**src/hdl/priority_head_insert_ring_queue_top_assert.svh**
```systemverilog
// ---------------------------------------------------------------------------
// priority_head_insert_ring_queue_top assertion macros
// Implication checks used by the queue controller and datapath.
// ---------------------------------------------------------------------------
`ifndef PRIORITY_HEAD_INSERT_RING_QUEUE_TOP_ASSERT_SVH
`define PRIORITY_HEAD_INSERT_RING_QUEUE_TOP_ASSERT_SVH

`ifndef NO_ASSERTIONS
// Same-cycle implication.
`define PHIRQ_ASSERT_NOW(label, clk, rst, ante, cons) \
   label: assert property (@(posedge clk) disable iff (rst) (ante) |-> (cons)) \
      else $error("queue assertion failed");
// Next-cycle implication.
`define PHIRQ_ASSERT_NEXT(label, clk, rst, ante, cons) \
   label: assert property (@(posedge clk) disable iff (rst) (ante) |=> (cons)) \
      else $error("queue assertion failed");
`else
`define PHIRQ_ASSERT_NOW(label, clk, rst, ante, cons)
`define PHIRQ_ASSERT_NEXT(label, clk, rst, ante, cons)
`endif

`endif

```
**src/hdl/phirq_pkg.sv**
```systemverilog
// ---------------------------------------------------------------------------
// phirq_pkg
// Shared types and codes of the priority head-insert ring queue.
// ---------------------------------------------------------------------------
package phirq_pkg;

   localparam int COUNT_W = 4;
   localparam int KIND_W  = 2;

   localparam logic [KIND_W-1:0] KIND_NORMAL    = 2'd1;
   localparam logic [KIND_W-1:0] KIND_EMERGENCY = 2'd2;

   typedef enum logic [1:0] {
      OP_PUSH_TAIL = 2'd0,
      OP_PUSH_HEAD = 2'd1,
      OP_POP       = 2'd2
   } op_type;

   typedef enum logic [1:0] {
      RSP_DONE  = 2'd0,
      RSP_FULL  = 2'd1,
      RSP_EMPTY = 2'd2
   } status_type;

   // Commands from the controller to the datapath.
   typedef struct packed {
      logic       push;
      logic       front;
      logic       pop_rd;
      logic       pop_done;
      logic       report;
      status_type status;
   } cmd_type;

   // Status from the datapath to the controller.
   typedef struct packed {
      logic full;
      logic empty;
   } stat_type;

endpackage

```
**src/hdl/phirq_ram.sv**
```systemverilog
// ---------------------------------------------------------------------------
// phirq_ram
// Generic single-write, single-read RAM with registered read data.
// ---------------------------------------------------------------------------
module phirq_ram #(
   parameter int WIDTH = 18,
   parameter int DEPTH = 8
) (
   input  logic                     clock,
   input  logic                     wr_en,
   input  logic [$clog2(DEPTH)-1:0] wr_addr,
   input  logic [WIDTH-1:0]         wr_data,
   input  logic                     rd_en,
   input  logic [$clog2(DEPTH)-1:0] rd_addr,
   output logic [WIDTH-1:0]         rd_data
);

   logic [WIDTH-1:0] mem_ff [DEPTH];
   logic [WIDTH-1:0] rd_data_ff;

   always_ff @(posedge clock) begin
      if (wr_en) begin
         mem_ff[wr_addr] <= wr_data;
      end
      if (rd_en) begin
         rd_data_ff <= mem_ff[rd_addr];
      end
   end

   assign rd_data = rd_data_ff;

endmodule

```
**src/hdl/phirq_dpath.sv**
```systemverilog
// ---------------------------------------------------------------------------
// phirq_dpath
// Head and tail pointers, occupancy and kind tallies, entry store and
// result registers of the ring queue.
// ---------------------------------------------------------------------------
`include "priority_head_insert_ring_queue_top_assert.svh"

module phirq_dpath
   import phirq_pkg::*;
#(
   parameter int DEPTH    = 8,
   parameter int ID_WIDTH = 16
) (
   input  logic                clock,
   input  logic                reset,
   input  cmd_type             cmd_i,
   output stat_type            stat_o,
   input  logic [ID_WIDTH-1:0] req_vehicle_id,
   input  logic [KIND_W-1:0]   req_vehicle_kind,
   output logic [1:0]          rsp_status,
   output logic [ID_WIDTH-1:0] rsp_popped_id,
   output logic [KIND_W-1:0]   rsp_popped_kind,
   output logic [COUNT_W-1:0]  rsp_total_entries,
   output logic [COUNT_W-1:0]  rsp_emergency_entries,
   output logic [COUNT_W-1:0]  rsp_normal_entries
);

   localparam int AW = $clog2(DEPTH);
   localparam int CW = $clog2(DEPTH + 1);
   localparam int EW = ID_WIDTH + KIND_W;
   localparam logic [AW-1:0] LAST_IDX = AW'(DEPTH - 1);

   logic [AW-1:0] head_ff, head_in, tail_ff, tail_in;
   logic [AW-1:0] head_dec, head_inc, tail_inc, wr_addr;
   logic [CW-1:0] occ_ff, occ_in, emg_ff, emg_in, nrm_ff, nrm_in;
   logic [EW-1:0] rd_data;
   logic [KIND_W-1:0]   kind_rd;
   logic [ID_WIDTH-1:0] id_rd;

   logic [1:0]          status_ff;
   logic [ID_WIDTH-1:0] pid_ff;
   logic [KIND_W-1:0]   pkind_ff;
   logic [COUNT_W-1:0]  total_ff, emg_out_ff, nrm_out_ff;

   assign head_dec = (head_ff == '0) ? LAST_IDX : head_ff - 1'b1;
   assign head_inc = (head_ff == LAST_IDX) ? '0 : head_ff + 1'b1;
   assign tail_inc = (tail_ff == LAST_IDX) ? '0 : tail_ff + 1'b1;
   assign wr_addr  = cmd_i.front ? head_dec : tail_inc;

   assign kind_rd = rd_data[EW-1:ID_WIDTH];
   assign id_rd   = rd_data[ID_WIDTH-1:0];

   assign stat_o.full  = (occ_ff == CW'(DEPTH));
   assign stat_o.empty = (occ_ff == '0);

   phirq_ram #(
      .WIDTH (EW),
      .DEPTH (DEPTH)
   ) u_store (
      .clock   (clock),
      .wr_en   (cmd_i.push),
      .wr_addr (wr_addr),
      .wr_data ({req_vehicle_kind, req_vehicle_id}),
      .rd_en   (cmd_i.pop_rd),
      .rd_addr (head_ff),
      .rd_data (rd_data)
   );

   always_comb begin
      head_in = head_ff;
      tail_in = tail_ff;
      occ_in  = occ_ff;
      emg_in  = emg_ff;
      nrm_in  = nrm_ff;
      if (cmd_i.push) begin
         occ_in = occ_ff + 1'b1;
         if (cmd_i.front) begin
            head_in = head_dec;
         end else begin
            tail_in = tail_inc;
         end
         if (req_vehicle_kind == KIND_EMERGENCY) begin
            emg_in = emg_ff + 1'b1;
         end else if (req_vehicle_kind == KIND_NORMAL) begin
            nrm_in = nrm_ff + 1'b1;
         end
      end else if (cmd_i.pop_done) begin
         occ_in  = occ_ff - 1'b1;
         head_in = head_inc;
         if (kind_rd == KIND_EMERGENCY && emg_ff != '0) begin
            emg_in = emg_ff - 1'b1;
         end else if (kind_rd == KIND_NORMAL && nrm_ff != '0) begin
            nrm_in = nrm_ff - 1'b1;
         end
      end
   end

   always_ff @(posedge clock) begin
      if (reset) begin
         head_ff <= '0;
         tail_ff <= LAST_IDX;
         occ_ff  <= '0;
         emg_ff  <= '0;
         nrm_ff  <= '0;
      end else begin
         head_ff <= head_in;
         tail_ff <= tail_in;
         occ_ff  <= occ_in;
         emg_ff  <= emg_in;
         nrm_ff  <= nrm_in;
      end
   end

   // Result registers hold until the next reported item.
   always_ff @(posedge clock) begin
      if (cmd_i.report) begin
         status_ff  <= cmd_i.status;
         pid_ff     <= cmd_i.pop_done ? id_rd : '0;
         pkind_ff   <= cmd_i.pop_done ? kind_rd : '0;
         total_ff   <= COUNT_W'(occ_in);
         emg_out_ff <= COUNT_W'(emg_in);
         nrm_out_ff <= COUNT_W'(nrm_in);
      end
   end

   assign rsp_status            = status_ff;
   assign rsp_popped_id         = pid_ff;
   assign rsp_popped_kind       = pkind_ff;
   assign rsp_total_entries     = total_ff;
   assign rsp_emergency_entries = emg_out_ff;
   assign rsp_normal_entries    = nrm_out_ff;

   `PHIRQ_ASSERT_NOW(a_occ_range, clock, reset, 1'b1, occ_ff <= CW'(DEPTH))
   `PHIRQ_ASSERT_NOW(a_tally_sum, clock, reset, 1'b1,
                     ({1'b0, emg_ff} + {1'b0, nrm_ff}) <= {1'b0, occ_ff})

endmodule

```
**src/hdl/phirq_ctrl.sv**
```systemverilog
// ---------------------------------------------------------------------------
// phirq_ctrl
// Controller of the ring queue: decodes the operation, checks full and
// empty, sequences the pop through its read state and raises the result strobe.
// ---------------------------------------------------------------------------
`include "priority_head_insert_ring_queue_top_assert.svh"

module phirq_ctrl
   import phirq_pkg::*;
(
   input  logic       clock,
   input  logic       reset,
   input  logic       start,
   input  logic [1:0] req_opcode,
   input  stat_type   stat_i,
   output cmd_type    cmd_o,
   output logic       busy,
   output logic       rsp_valid
);

   typedef enum logic {
      ST_IDLE,
      ST_POP
   } state_type;

   state_type state_ff, state_in;
   logic      rsp_valid_ff;

   always_comb begin
      cmd_o    = '{push: 1'b0, front: 1'b0, pop_rd: 1'b0, pop_done: 1'b0,
                   report: 1'b0, status: RSP_DONE};
      state_in = state_ff;
      unique case (state_ff)
         ST_IDLE: begin
            if (start) begin
               unique case (op_type'(req_opcode))
                  OP_PUSH_TAIL, OP_PUSH_HEAD: begin
                     cmd_o.report = 1'b1;
                     if (stat_i.full) begin
                        cmd_o.status = RSP_FULL;
                     end else begin
                        cmd_o.push  = 1'b1;
                        cmd_o.front = (op_type'(req_opcode) == OP_PUSH_HEAD);
                     end
                  end
                  OP_POP: begin
                     if (stat_i.empty) begin
                        cmd_o.report = 1'b1;
                        cmd_o.status = RSP_EMPTY;
                     end else begin
                        cmd_o.pop_rd = 1'b1;
                        state_in     = ST_POP;
                     end
                  end
                  default: begin
                     // Unused opcode reports done and changes nothing.
                     cmd_o.report = 1'b1;
                  end
               endcase
            end
         end
         ST_POP: begin
            cmd_o.pop_done = 1'b1;
            cmd_o.report   = 1'b1;
            state_in       = ST_IDLE;
         end
         default: begin
            state_in = ST_IDLE;
         end
      endcase
   end

   always_ff @(posedge clock) begin
      if (reset) begin
         state_ff     <= ST_IDLE;
         rsp_valid_ff <= 1'b0;
      end else begin
         state_ff     <= state_in;
         rsp_valid_ff <= cmd_o.report;
      end
   end

   assign busy      = (state_ff != ST_IDLE);
   assign rsp_valid = rsp_valid_ff;

   `PHIRQ_ASSERT_NEXT(a_pop_completes, clock, reset, cmd_o.pop_rd, cmd_o.pop_done)
   `PHIRQ_ASSERT_NOW(a_no_push_full, clock, reset, cmd_o.push, !stat_i.full)

endmodule

```
**src/hdl/priority_head_insert_ring_queue_top.sv**
```systemverilog
// ---------------------------------------------------------------------------
// priority_head_insert_ring_queue_top
// Ring buffer deque: tail push, priority push in front of the head, head pop,
// with running occupancy and kind tallies reported on every item.
// ---------------------------------------------------------------------------
//  Channel   Handshake            Payload
//  request   start & !busy        req_opcode, req_vehicle_id, req_vehicle_kind
//  response  rsp_valid, 1 cycle   rsp_status, rsp_popped_id, rsp_popped_kind,
//                                 rsp_total_entries, rsp_emergency_entries,
//                                 rsp_normal_entries
//
// For a push, a refused operation or an unused opcode the result
// appears the cycle after acceptance and busy stays low.
// A successful pop waits for the registered read of the entry
// RAM; busy is high for the cycle between acceptance and the read data.
// Synchronous reset empties the queue at once; the entry RAM is not cleared.
// The receiver cannot stall; each result is shown for exactly one cycle.
// ---------------------------------------------------------------------------
module priority_head_insert_ring_queue_top
   import phirq_pkg::*;
#(
   parameter int DEPTH    = 8,
   parameter int ID_WIDTH = 16
) (
   input  logic                clock,
   input  logic                reset,
   input  logic                start,
   output logic                busy,
   input  logic [1:0]          req_opcode,
   input  logic [ID_WIDTH-1:0] req_vehicle_id,
   input  logic [KIND_W-1:0]   req_vehicle_kind,
   output logic                rsp_valid,
   output logic [1:0]          rsp_status,
   output logic [ID_WIDTH-1:0] rsp_popped_id,
   output logic [KIND_W-1:0]   rsp_popped_kind,
   output logic [COUNT_W-1:0]  rsp_total_entries,
   output logic [COUNT_W-1:0]  rsp_emergency_entries,
   output logic [COUNT_W-1:0]  rsp_normal_entries
);

   cmd_type  cmd;
   stat_type stat;

   phirq_ctrl u_ctrl (
      .clock      (clock),
      .reset      (reset),
      .start      (start),
      .req_opcode (req_opcode),
      .stat_i     (stat),
      .cmd_o      (cmd),
      .busy       (busy),
      .rsp_valid  (rsp_valid)
   );

   phirq_dpath #(
      .DEPTH    (DEPTH),
      .ID_WIDTH (ID_WIDTH)
   ) u_dpath (
      .clock                 (clock),
      .reset                 (reset),
      .cmd_i                 (cmd),
      .stat_o                (stat),
      .req_vehicle_id        (req_vehicle_id),
      .req_vehicle_kind      (req_vehicle_kind),
      .rsp_status            (rsp_status),
      .rsp_popped_id         (rsp_popped_id),
      .rsp_popped_kind       (rsp_popped_kind),
      .rsp_total_entries     (rsp_total_entries),
      .rsp_emergency_entries (rsp_emergency_entries),
      .rsp_normal_entries    (rsp_normal_entries)
   );

endmodule

```
**config.mk**
```make
export PLATFORM = sky130hd
export DESIGN_NAME = priority_head_insert_ring_queue_top
export DESIGN_NICKNAME = d
export VERILOG_FILES = /design/src/hdl/phirq_pkg.sv /design/src/hdl/phirq_ram.sv /design/src/hdl/phirq_dpath.sv /design/src/hdl/phirq_ctrl.sv /design/src/hdl/priority_head_insert_ring_queue_top.sv
export VERILOG_INCLUDE_DIRS = /design/src /design/src/hdl
export SDC_FILE = /design/constraint.sdc
export NUM_CORES = 1
export LEC_CHECK = 0
export BUFFER_PORTS_ARGS = -buffer_cell sky130_fd_sc_hd__buf_2
export CAP_MARGIN = 20
export CELL_PAD_IN_SITES_DETAIL_PLACEMENT = 0
export CELL_PAD_IN_SITES_GLOBAL_PLACEMENT = 1
export CORE_MARGIN = 4
export CORE_UTILIZATION = 47
export DETAILED_ROUTE_END_ITERATION = 10
export PLACE_DENSITY = 0.72
export SETUP_SLACK_MARGIN = 0.4
export SYNTH_ARGS = -nofsm -noshare
export SYNTH_HDL_FRONTEND = slang
export SYNTH_HIERARCHICAL = 1
export SYNTH_SLANG_ARGS = --single-unit
```
**constraint.sdc**
```tcl
create_clock -name clock -period 3.3 [get_ports clock]
set_input_delay 0.66 -clock clock [delete_from_list [all_inputs] [get_ports clock]]
set_output_delay 0.66 -clock clock [all_outputs]
set_load 0.005 [all_outputs]
```
-- Word level (Yosys, flattened, before mapping)
Memories as Yosys holds them, arrays and structs flattened. A register that Yosys moved wholly into a read port is not among the register bits.
Cells that the tools add are included.
- register bits after elaboration: 52
- memory bits (writable): 144
- input port bits: 23
- output and inout port bits: 34
- logic and storage cells: 84
- memories: 1
- memories (name ; words ; bits a word ; rd ports ; clocked after memory_dff ; wr ports ; RTL line ; RTL):
    u_dpath.u_store.mem_ff ; 8 ; 18 ; 1 ; 1 ; 1 ; phirq_ram.sv:18 ; logic [WIDTH-1:0] mem_ff [DEPTH];
- $add $sub $neg: 9
- equal/unequal tests: 10
- multiplexer cells: 36
- bitwise gates (word level): 3
- reductions and logical operators: 12
- operator list (cell ; number):
    4-bit 2-to-1 mux ; 12
    3-bit 2-to-1 mux ; 11
    4-bit by 1-bit adder with 4-bit output (second input constant) ; 3
    4-bit by 1-bit subtractor with 4-bit output (second input constant) ; 3
    1-bit 2-to-1 mux ; 8
    4-bit nonzero test ; 2
    3-bit by 1-bit adder with 3-bit output (second input constant) ; 2
    2-bit by 1-bit == test with 1-bit output (second input constant) ; 3
    2-bit == test (second input constant) ; 3
    3-bit == test (second input constant) ; 2
    4-bit == test (second input constant) ; 1
    4-bit zero test ; 1
    2-bit 2-to-1 mux ; 2
    1-bit case mux with 2 select lines ; 2
    2-bit case mux with 2 select lines ; 1
    2-bit AND reduction ; 2
    2-bit OR reduction ; 2
    3-bit zero test ; 1
    1-bit inverter ; 3
    3-bit by 1-bit subtractor with 3-bit output (second input constant) ; 1
    1-bit logical AND ; 2
    2-bit zero test ; 1
    2-bit by 1-bit != test with 1-bit output (second input constant) ; 1
    2-bit nonzero test ; 1

-- Logic depth before layout (Yosys ltp)
Gate-level depths: netlist of run 1.
- depth after elaboration: 7
- depth in mapped cells: 10
- depth with buffers taken out: 9

-- Cells and area by module
The synthesis of run 1 kept the hierarchy.
- by module, submodules not included (module ; times used ; cells each ; area each (sq um) ; sequential area each (sq um)):
    phirq_ram ; 1 ; 239 ; 6144.6 ; 4864.7
    phirq_dpath ; 1 ; 201 ; 2316.0 ; 1321.3
    phirq_ctrl ; 1 ; 16 ; 132.6 ; 40.0

-- Worst setup path before layout of run 1
OpenSTA, ideal clock, no wires.
- kind: register -> register
- start point: register u_dpath.occ_ff[0]
- end point: memory u_dpath.u_store.mem_ff[4][0], enable pin
- library setup time: 416 ps
- data arrival time: 3008 ps
- data required time: 2884 ps
- path slack: -124 ps
- cell stages (with the launch flop): 10
- buffers on the path: 0
- period minus slack after synthesis: 3424 ps
- path through: dfxtp_1 > inv_1 > ha_1 > and3b_1 > nor4b_2 > and2_1 > nor2_1 > a21oi_1 > nand2_1 > nor3_1
- RTL lines (element ; RTL line ; RTL):
    start: declaration ; phirq_dpath.sv:35 ; logic [CW-1:0] occ_ff, occ_in, emg_ff, emg_in, nrm_ff, nrm_in;
    start signal: assignment ; phirq_dpath.sv:108 ; occ_ff <= occ_in;
    end: declaration ; phirq_ram.sv:18 ;

==> metrics.md, run 1 <==
| Metric | Value |
|---|---|
| First-pass GRT wire length | `24500 um` |
| Crit. Startpoint | `u_dpath/occ_ff[0]` |
| CP arrival | `2740 ps` |
| Leading area contributor after synthesis | `edfxtp_1` |
| Number of setup buffers added after CTS | `0` |
| PortBufs | `56` |
| Vias | `4274` |
| Placed cell count | `742` |
| Final Power | `5.71 mW` |
| Final worst-path cycle share | `78.4%` |
| Synth Warn # | `6` |
| Clock buffer count from CTS | `23` |
| Initial DRC count | `233` |
| Clk slew on worst S/H paths | `60 ps` |
| Switch Pwr | `1.17 mW` |
| H-Tree Depth | `1` |
| Logic pwr share | `6.1%` |
| Count leader, synth | `edfxtp_1` |
| Dpl cell area | `9230 um2` |
| Int Power | `4.54 mW` |
| Die footprint | `20500 um2` |
| Clock power frac | `40.0%` |
| Measured slew at the worst slew-check pin | `648 ps` |
| Grt ovf | `0` |
| Dpl hpwl | `9780 um` |
| Library cells used by synthesis | `46` |
| Crit Path Max Fanout | `18` |
| Achievable Freq | `387 MHz` |
| CP endpoint kind | `flop` |
| Io pins | `57` |
| Synth Net Count | `491` |
| Top cell type's share of synthesized area | `67.8%` |
| Reg2Reg Depth | `10` |
| Fraction of registers with async set/reset | `0%` |
| Slew Limit Fails | `0` |
| FF-to-FF setup slack | `710 ps` |
| Final instance area | `9900 um2` |
| CTS tree | `yes` |
| Final worst path period need | `2590 ps` |
| Number of global-route vias before repair | `4410` |
| Worst Skew | `14.9 ps` |
| Initial core utilization | `47.8%` |
| Fin Setup TNS | `0 ps` |
| Via density | `5.48` |
| Commonest cells in the netlist | `194 x edfxtp_1, 36 x mux4_1, 24 x and2_1` |
| Switch share | `20.5%` |
| Final Hold Viols | `0` |
| # rows | `49` |
| Seq pwr share | `53.9%` |
| Initial antenna violation count | `0` |
| Outcome | `complete, no violations` |
| Hold/Removal Path Class | `primary input to flop` |
| Register bit total from synthesis | `214` |
| P per Cell Area | `577 nW/um2` |
| Fill cells | `1415` |
| Mapped Area | `8590 um2` |
| Leak | `3.47 nW` |
| WL final | `15700 um` |
| Main area contributors after synthesis | `edfxtp_1 68%, mux4_1 11%, dfxtp_1 4.7%` |
| Area of the multi-input gates | `2240 um2` |
| Largest net degree at the start of global routing | `40` |
| Die Width | `143 um` |
| DRC viols | `0` |
| Worst skew pair latency | `490 ps` |
| Final core utilization | `55.1%` |
| FF+latch area | `6230 um2` |
| Hold slack | `462 ps` |
| Cells after synthesis | `456` |
| Setup violators final | `0` |
| Gr usage total | `15.6%` |
| Nets | `573` |
| Share of cells above drive strength 1 | `25.4%` |
| Relative slew margins | `56.8%` |
| Die height | `143 um` |
| Number of flops mapped to enable cells by yosys | `194` |
| Worst setup SP type | `flop` |
| CTS root buffer | `clkbuf_16` |
| Antenna Nets Post-Route | `0` |
| Syn Area/Cell | `18.8 um2` |
| RSZ-0062 raised after global routing | `no` |
| Routability Congestion | `0.793` |
| Max VDD drop | `0.450 mV` |
| Post-synth top flop | `edfxtp_1` |
| Ant. Diodes | `0` |
| Clk sinks | `214` |
| CP Class | `flop to flop` |
| Setup crit end | `u_dpath/u_store/mem_ff[1][17]` |
| Reg2reg start | `u_dpath/occ_ff[0]` |
| Setup WS post-layout | `713 ps` |
| Final std cells w/o fill | `780` |
| Maxcap violations | `0` |
| R2r endpoint | `u_dpath/u_store/mem_ff[1][17]` |
| Dpl ws | `538 ps` |
| Clock Path Buffers | `3` |
| DR pass1 iterations | `4` |
| WL/cell | `20.1 um` |
| Critical Path RT | `3460 ps` |
| Layout area overhead | `15.2%` |
| Post-synthesis sequential area ratio | `72.5%` |
| Core area | `18000 um2` |
## worst min path at each step
| stage | start | to | depth (start not counted) |
|---|---|---|---|
| finish | req_vehicle_id[12] | u_dpath/u_store/mem_ff[6][12] | 1 |
| global route | req_vehicle_id[12] | u_dpath/u_store/mem_ff[7][12] | 1 |
| CTS | req_vehicle_id[12] | u_dpath/u_store/mem_ff[6][12] | 1 |
| detailed placement | u_dpath/tail_ff[1] | u_dpath/tail_ff[1] | 2 |
| global placement | u_dpath/tail_ff[2] | u_dpath/tail_ff[2] | 2 |
| floorplan | u_dpath/tail_ff[2] | u_dpath/tail_ff[2] | 2 |
## power by group through the flow
stage	logic (mW)	clock network, mW	registers [mW]
after CTS	0.352	2.36	3.08
after floorplan	0.201	0	3.14
after detailed placement	0.351	0	3.14
final	0.346	2.29	3.08
after global routing	0.382	2.47	3.09
after global placement	0.342	0	3.13
## cell usage in the layout, fill, tap and decap left out, drive strengths merged, types with 2 or more instances in the layout
cell type,count
nor3,9
nor2b,2
a211oi,2
ha,12
nor3b,3
nand2b,9
xor2,2
clkbuf,26
mux4,36
nand3b,3
nor2,20
clkinv,10
nand3,2
mux2i,5
a311oi,2
nor4b,2
dfxtp,20
buf,75
mux2,21
o21ai,7
xnor2,6
and2,24
nand4bb,2
nand2,18
inv,15
a21oi,7
nor4,3
edfxtp,194
## layout make-up
cell class | instances | area share, %
clock buffers | 26 | 5.93
clock inverters | 12 | 0.809
inverters | 15 | 0.569
multi-input cells | 209 | 22.6
flip-flops and latches | 214 | 62.9
well taps | 229 | 2.89
repair buffers | 75 | 4.27
## critical path: stages (launching register included)
cell,delay [ps]
dfxtp_1,400
inv_1,60
ha_1,220
and3b_1,220
nor4b_4,230
and2_2,280
o21ai_0,130
o31ai_2,150
nand2b_1,150
nor2_1,120
buf_4,290
## layer usage
layer,vias to the layer above,part of all wire (%),global-route usage [%]
li1,1979,-,-
met5,-,0,0
met1,2176,44,21.1
met2,98,50,26.6
met3,21,5.1,2.81
met4,0,1.4,3.57
## state kept, by name, indices dropped and copies added, names as in the netlist
register,flops
u_dpath/u_store/mem_ff,144
u_dpath/u_store/rd_data,18
u_dpath/rsp_popped_id,16
u_dpath/emg_ff,4
u_dpath/nrm_ff,4
u_dpath/occ_ff,4
u_dpath/rsp_emergency_entries,4
u_dpath/rsp_normal_entries,4
u_dpath/rsp_total_entries,4
u_dpath/head_ff,3
u_dpath/tail_ff,3
u_dpath/rsp_popped_kind,2
u_dpath/rsp_status,2
u_ctrl/busy,1
u_ctrl/rsp_valid,1
## repair_timing
item	4_1_cts	5_1_grt
setup endpoints to repair	0	54
gates resized for setup	0	3
hold buffers	0	0
## logic make-up (layout without fill, tap and decap cells)
family	after synthesis	in the layout	synth area share [%]
fa+ha+maj	12	12	1.75
mux	62	62	14.3
xor+xnor	8	8	0.815
buf+inv	33	128	2.01
flops	214	214	72.5
simple gates	100	100	6.57
compound gates	27	27	2.07
(Power assumes the default switching activity.)
==> inputs of run 2 (changes only) <==
clock period = 2.25 ns   (was 3.3 ns; I/O delays follow)
==> metrics.md, run 2 (same netlist as run 1, synthesis figures left out) <==
| Metric | Value |
|---|---|
| First-pass GRT wire length | `25700 um (+4.9%)` |
| Io pins | `57 (unchanged)` |
| Achievable Freq | `416 MHz (+7.6%)` |
| Slew Limit Fails | `0 (unchanged)` |
| Antenna Nets Post-Route | `0 (unchanged)` |
| Gr usage total | `16.2% (+0.66 points)` |
| Clock Path Buffers | `3 (unchanged)` |
| Worst setup SP type | `flop` |
| Leak | `4.01 nW (+16%)` |
| Most frequent cells in the layout | `194 x edfxtp_1, 56 x buf_2, 36 x mux4_1, 29 x clkbuf_16, 28 x buf_6` |
| Nets | `626 (+9.2%)` |
| WL final | `17600 um (+12%)` |
| Layout area overhead | `29.9%` |
| CP Class | `flop to flop` |
| Dpl hpwl | `9950 um (+1.7%)` |
| Worst Skew | `9.68 ps (-5.17 ps)` |
| WL/cell | `21.0 um (+4.3%)` |
| Clk sinks | `214 (unchanged)` |
| Die footprint | `20500 um2 (unchanged)` |
| CTS tree | `yes` |
| # rows | `49 (unchanged)` |
| Fill cells | `1281 (-9.5%)` |
| Clk slew on worst S/H paths | `60 ps (about the same)` |
| DRC viols | `0 (unchanged)` |
| Dpl ws | `-137 ps (-675 ps)` |
| CP endpoint kind | `flop` |
| Dpl cell area | `9620 um2 (+4.2%)` |
| Biggest register | `u_dpath/u_store/mem_ff` |
| Outcome | `complete, but fails checks` |
| Int Power | `7.30 mW (+61%)` |
| DR pass1 iterations | `4 (unchanged)` |
| RSZ-0062 raised after global routing | `yes` |
| Initial antenna violation count | `0 (unchanged)` |
| Largest net degree at the start of global routing | `40 (unchanged)` |
| H-Tree Depth | `1 (unchanged)` |
| Via density | `5.44 (-0.64%)` |
| Worst skew pair latency | `510 ps (+20 ps)` |
| CTS root buffer | `clkbuf_16` |
| Maxcap violations | `0 (unchanged)` |
| Setup violators final | `130 (+130)` |
| Final Power | `9.22 mW (+61%)` |
| Switch share | `20.8% (+0.24 points)` |
| Commonest non-fill, non-tap cell in the layout | `edfxtp_1` |
| Final instance area | `11200 um2 (+13%)` |
| FF-to-FF setup slack | `-150 ps (-870 ps)` |
| Initial DRC count | `231 (-0.86%)` |
| Final worst path period need | `2400 ps (-183 ps)` |
| Switch Pwr | `1.92 mW (+63%)` |
| Logic pwr share | `8.4% (+2.3 points)` |
| Vias | `4557 (+6.6%)` |
| Grt ovf | `0 (unchanged)` |
| Critical Path RT | `2470 ps (-990 ps)` |
| Measured slew at the worst slew-check pin | `576 ps (-71.6 ps)` |
| CP arrival | `2630 ps (-110 ps)` |
| Die height | `143 um (unchanged)` |
| Max VDD drop | `0.648 mV (+44%)` |
| Clock power frac | `42.6% (+2.6 points)` |
| Hold/Removal Path Class | `primary input to flop` |
| Number of global-route vias before repair | `4651 (+5.5%)` |
| Crit Path Max Fanout | `7 (-11)` |
| Final worst-path cycle share | `107% (+28 points)` |
| PortBufs | `56 (unchanged)` |
| Initial core utilization | `47.8% (unchanged)` |
| Core area | `18000 um2 (unchanged)` |
| Clock buffer count from CTS | `23 (unchanged)` |
| Relative slew margins | `61.2% (+4.4 points)` |
| Die Width | `143 um (unchanged)` |
| Routability Congestion | `0.798 (+0.59%)` |
| Seq pwr share | `49.0% (-4.9 points)` |
| Share of cells above drive strength 1 | `39.8% (+14 points)` |
| P per Cell Area | `825 nW/um2 (+43%)` |
| Max reg flops | `144 (unchanged)` |
| Ant. Diodes | `0 (unchanged)` |
| Failing checks | `negative setup slack` |
| Final Hold Viols | `0 (unchanged)` |
| Setup WS post-layout | `-154 ps (-867 ps)` |
[run 2: cell types whose count changed in the layout (fill, tap and decap cells not counted), sizes merged]
| cell | previous run | this run |
|---|---|---|
| buf | 75 | 121 |
| bufinv | 1 | 5 |
| clkbuf | 26 | 29 |
| clkinv | 10 | 12 |
| inv | 15 | 16 |
| nor2 | 20 | 21 |
[run 2: layout make-up]
type                            count  area (um2)  share of cell area [%]
Clock buffer                       23         576                    5.16
Clock inverter                     19         221                    1.98
Inverter                           15        56.3                   0.504
Multi-Input combinational cell    210        2590                    23.2
Sequential cell                   214        6230                    55.8
Tap cell                          229         287                    2.57
Timing Repair Buffer              127        1200                    10.8
[run 2: metal layers]
layer,global-route usage [%],share of wire (%)
met1,22.1,42
met2,27.4,51
met3,2.65,4.5
met4,4.56,2.4
met5,0,0
[run 2: final timing paths]
path,from,to,depth (start not counted)
worst max-delay path,u_dpath/occ_ff[1],u_dpath/u_store/mem_ff[4][14],10
worst min-delay path,req_vehicle_id[3],u_dpath/u_store/mem_ff[3][3],1
worst max register to register,u_dpath/occ_ff[1],u_dpath/u_store/mem_ff[4][14],10
worst min register to register,u_dpath/tail_ff[1],u_dpath/tail_ff[1],2
[run 2: what timing repair did]
action                                  4_1_cts  5_1_grt
endpoints found under the hold margin         0        0
pin swaps                                    10       20
resized for setup                            29       59
gates cloned                                  1        6
buffers inserted                              4       20
hold buffers                                  0        0
endpoints found under the setup margin      203      192
[run 2: metrics by stage]
| stage | hold WS [ps] | setup TNS, ps | util, % | std cells |
|---|---|---|---|---|
| floorplan | 452 | -46870 | - | 456 |
| global placement | 474 | -6730 | 53.5 | 764 |
| detailed placement | 486 | -11940 | 53.5 | 764 |
| CTS | 204 | -9560 | 59.0 | 811 |
| global route | 222 | -22410 | 62.2 | 837 |
| finish | 222 | -9990 | 62.2 | 837 |
[run 2: power groups by stage]
stage | Sequential [mW] | Combinational, mW | Clock [mW]
floorplan | 4.60 | 0.332 | 0
global placement | 4.60 | 0.566 | 0
detailed placement | 4.60 | 0.580 | 0
CTS | 4.52 | 0.639 | 4.01
global route | 4.53 | 0.831 | 4.16
finish | 4.52 | 0.773 | 3.92
[run 2: worst max-delay path: stages, from the launching register on]
cell and delay [ps]:
dfxtp_2 330, inv_2 40, ha_4 140, and3b_2 210
nor4b_4 240, and2_4 240, buf_6 130, o31ai_4 80
buf_6 160, nor3_4 320, clkbuf_16 220
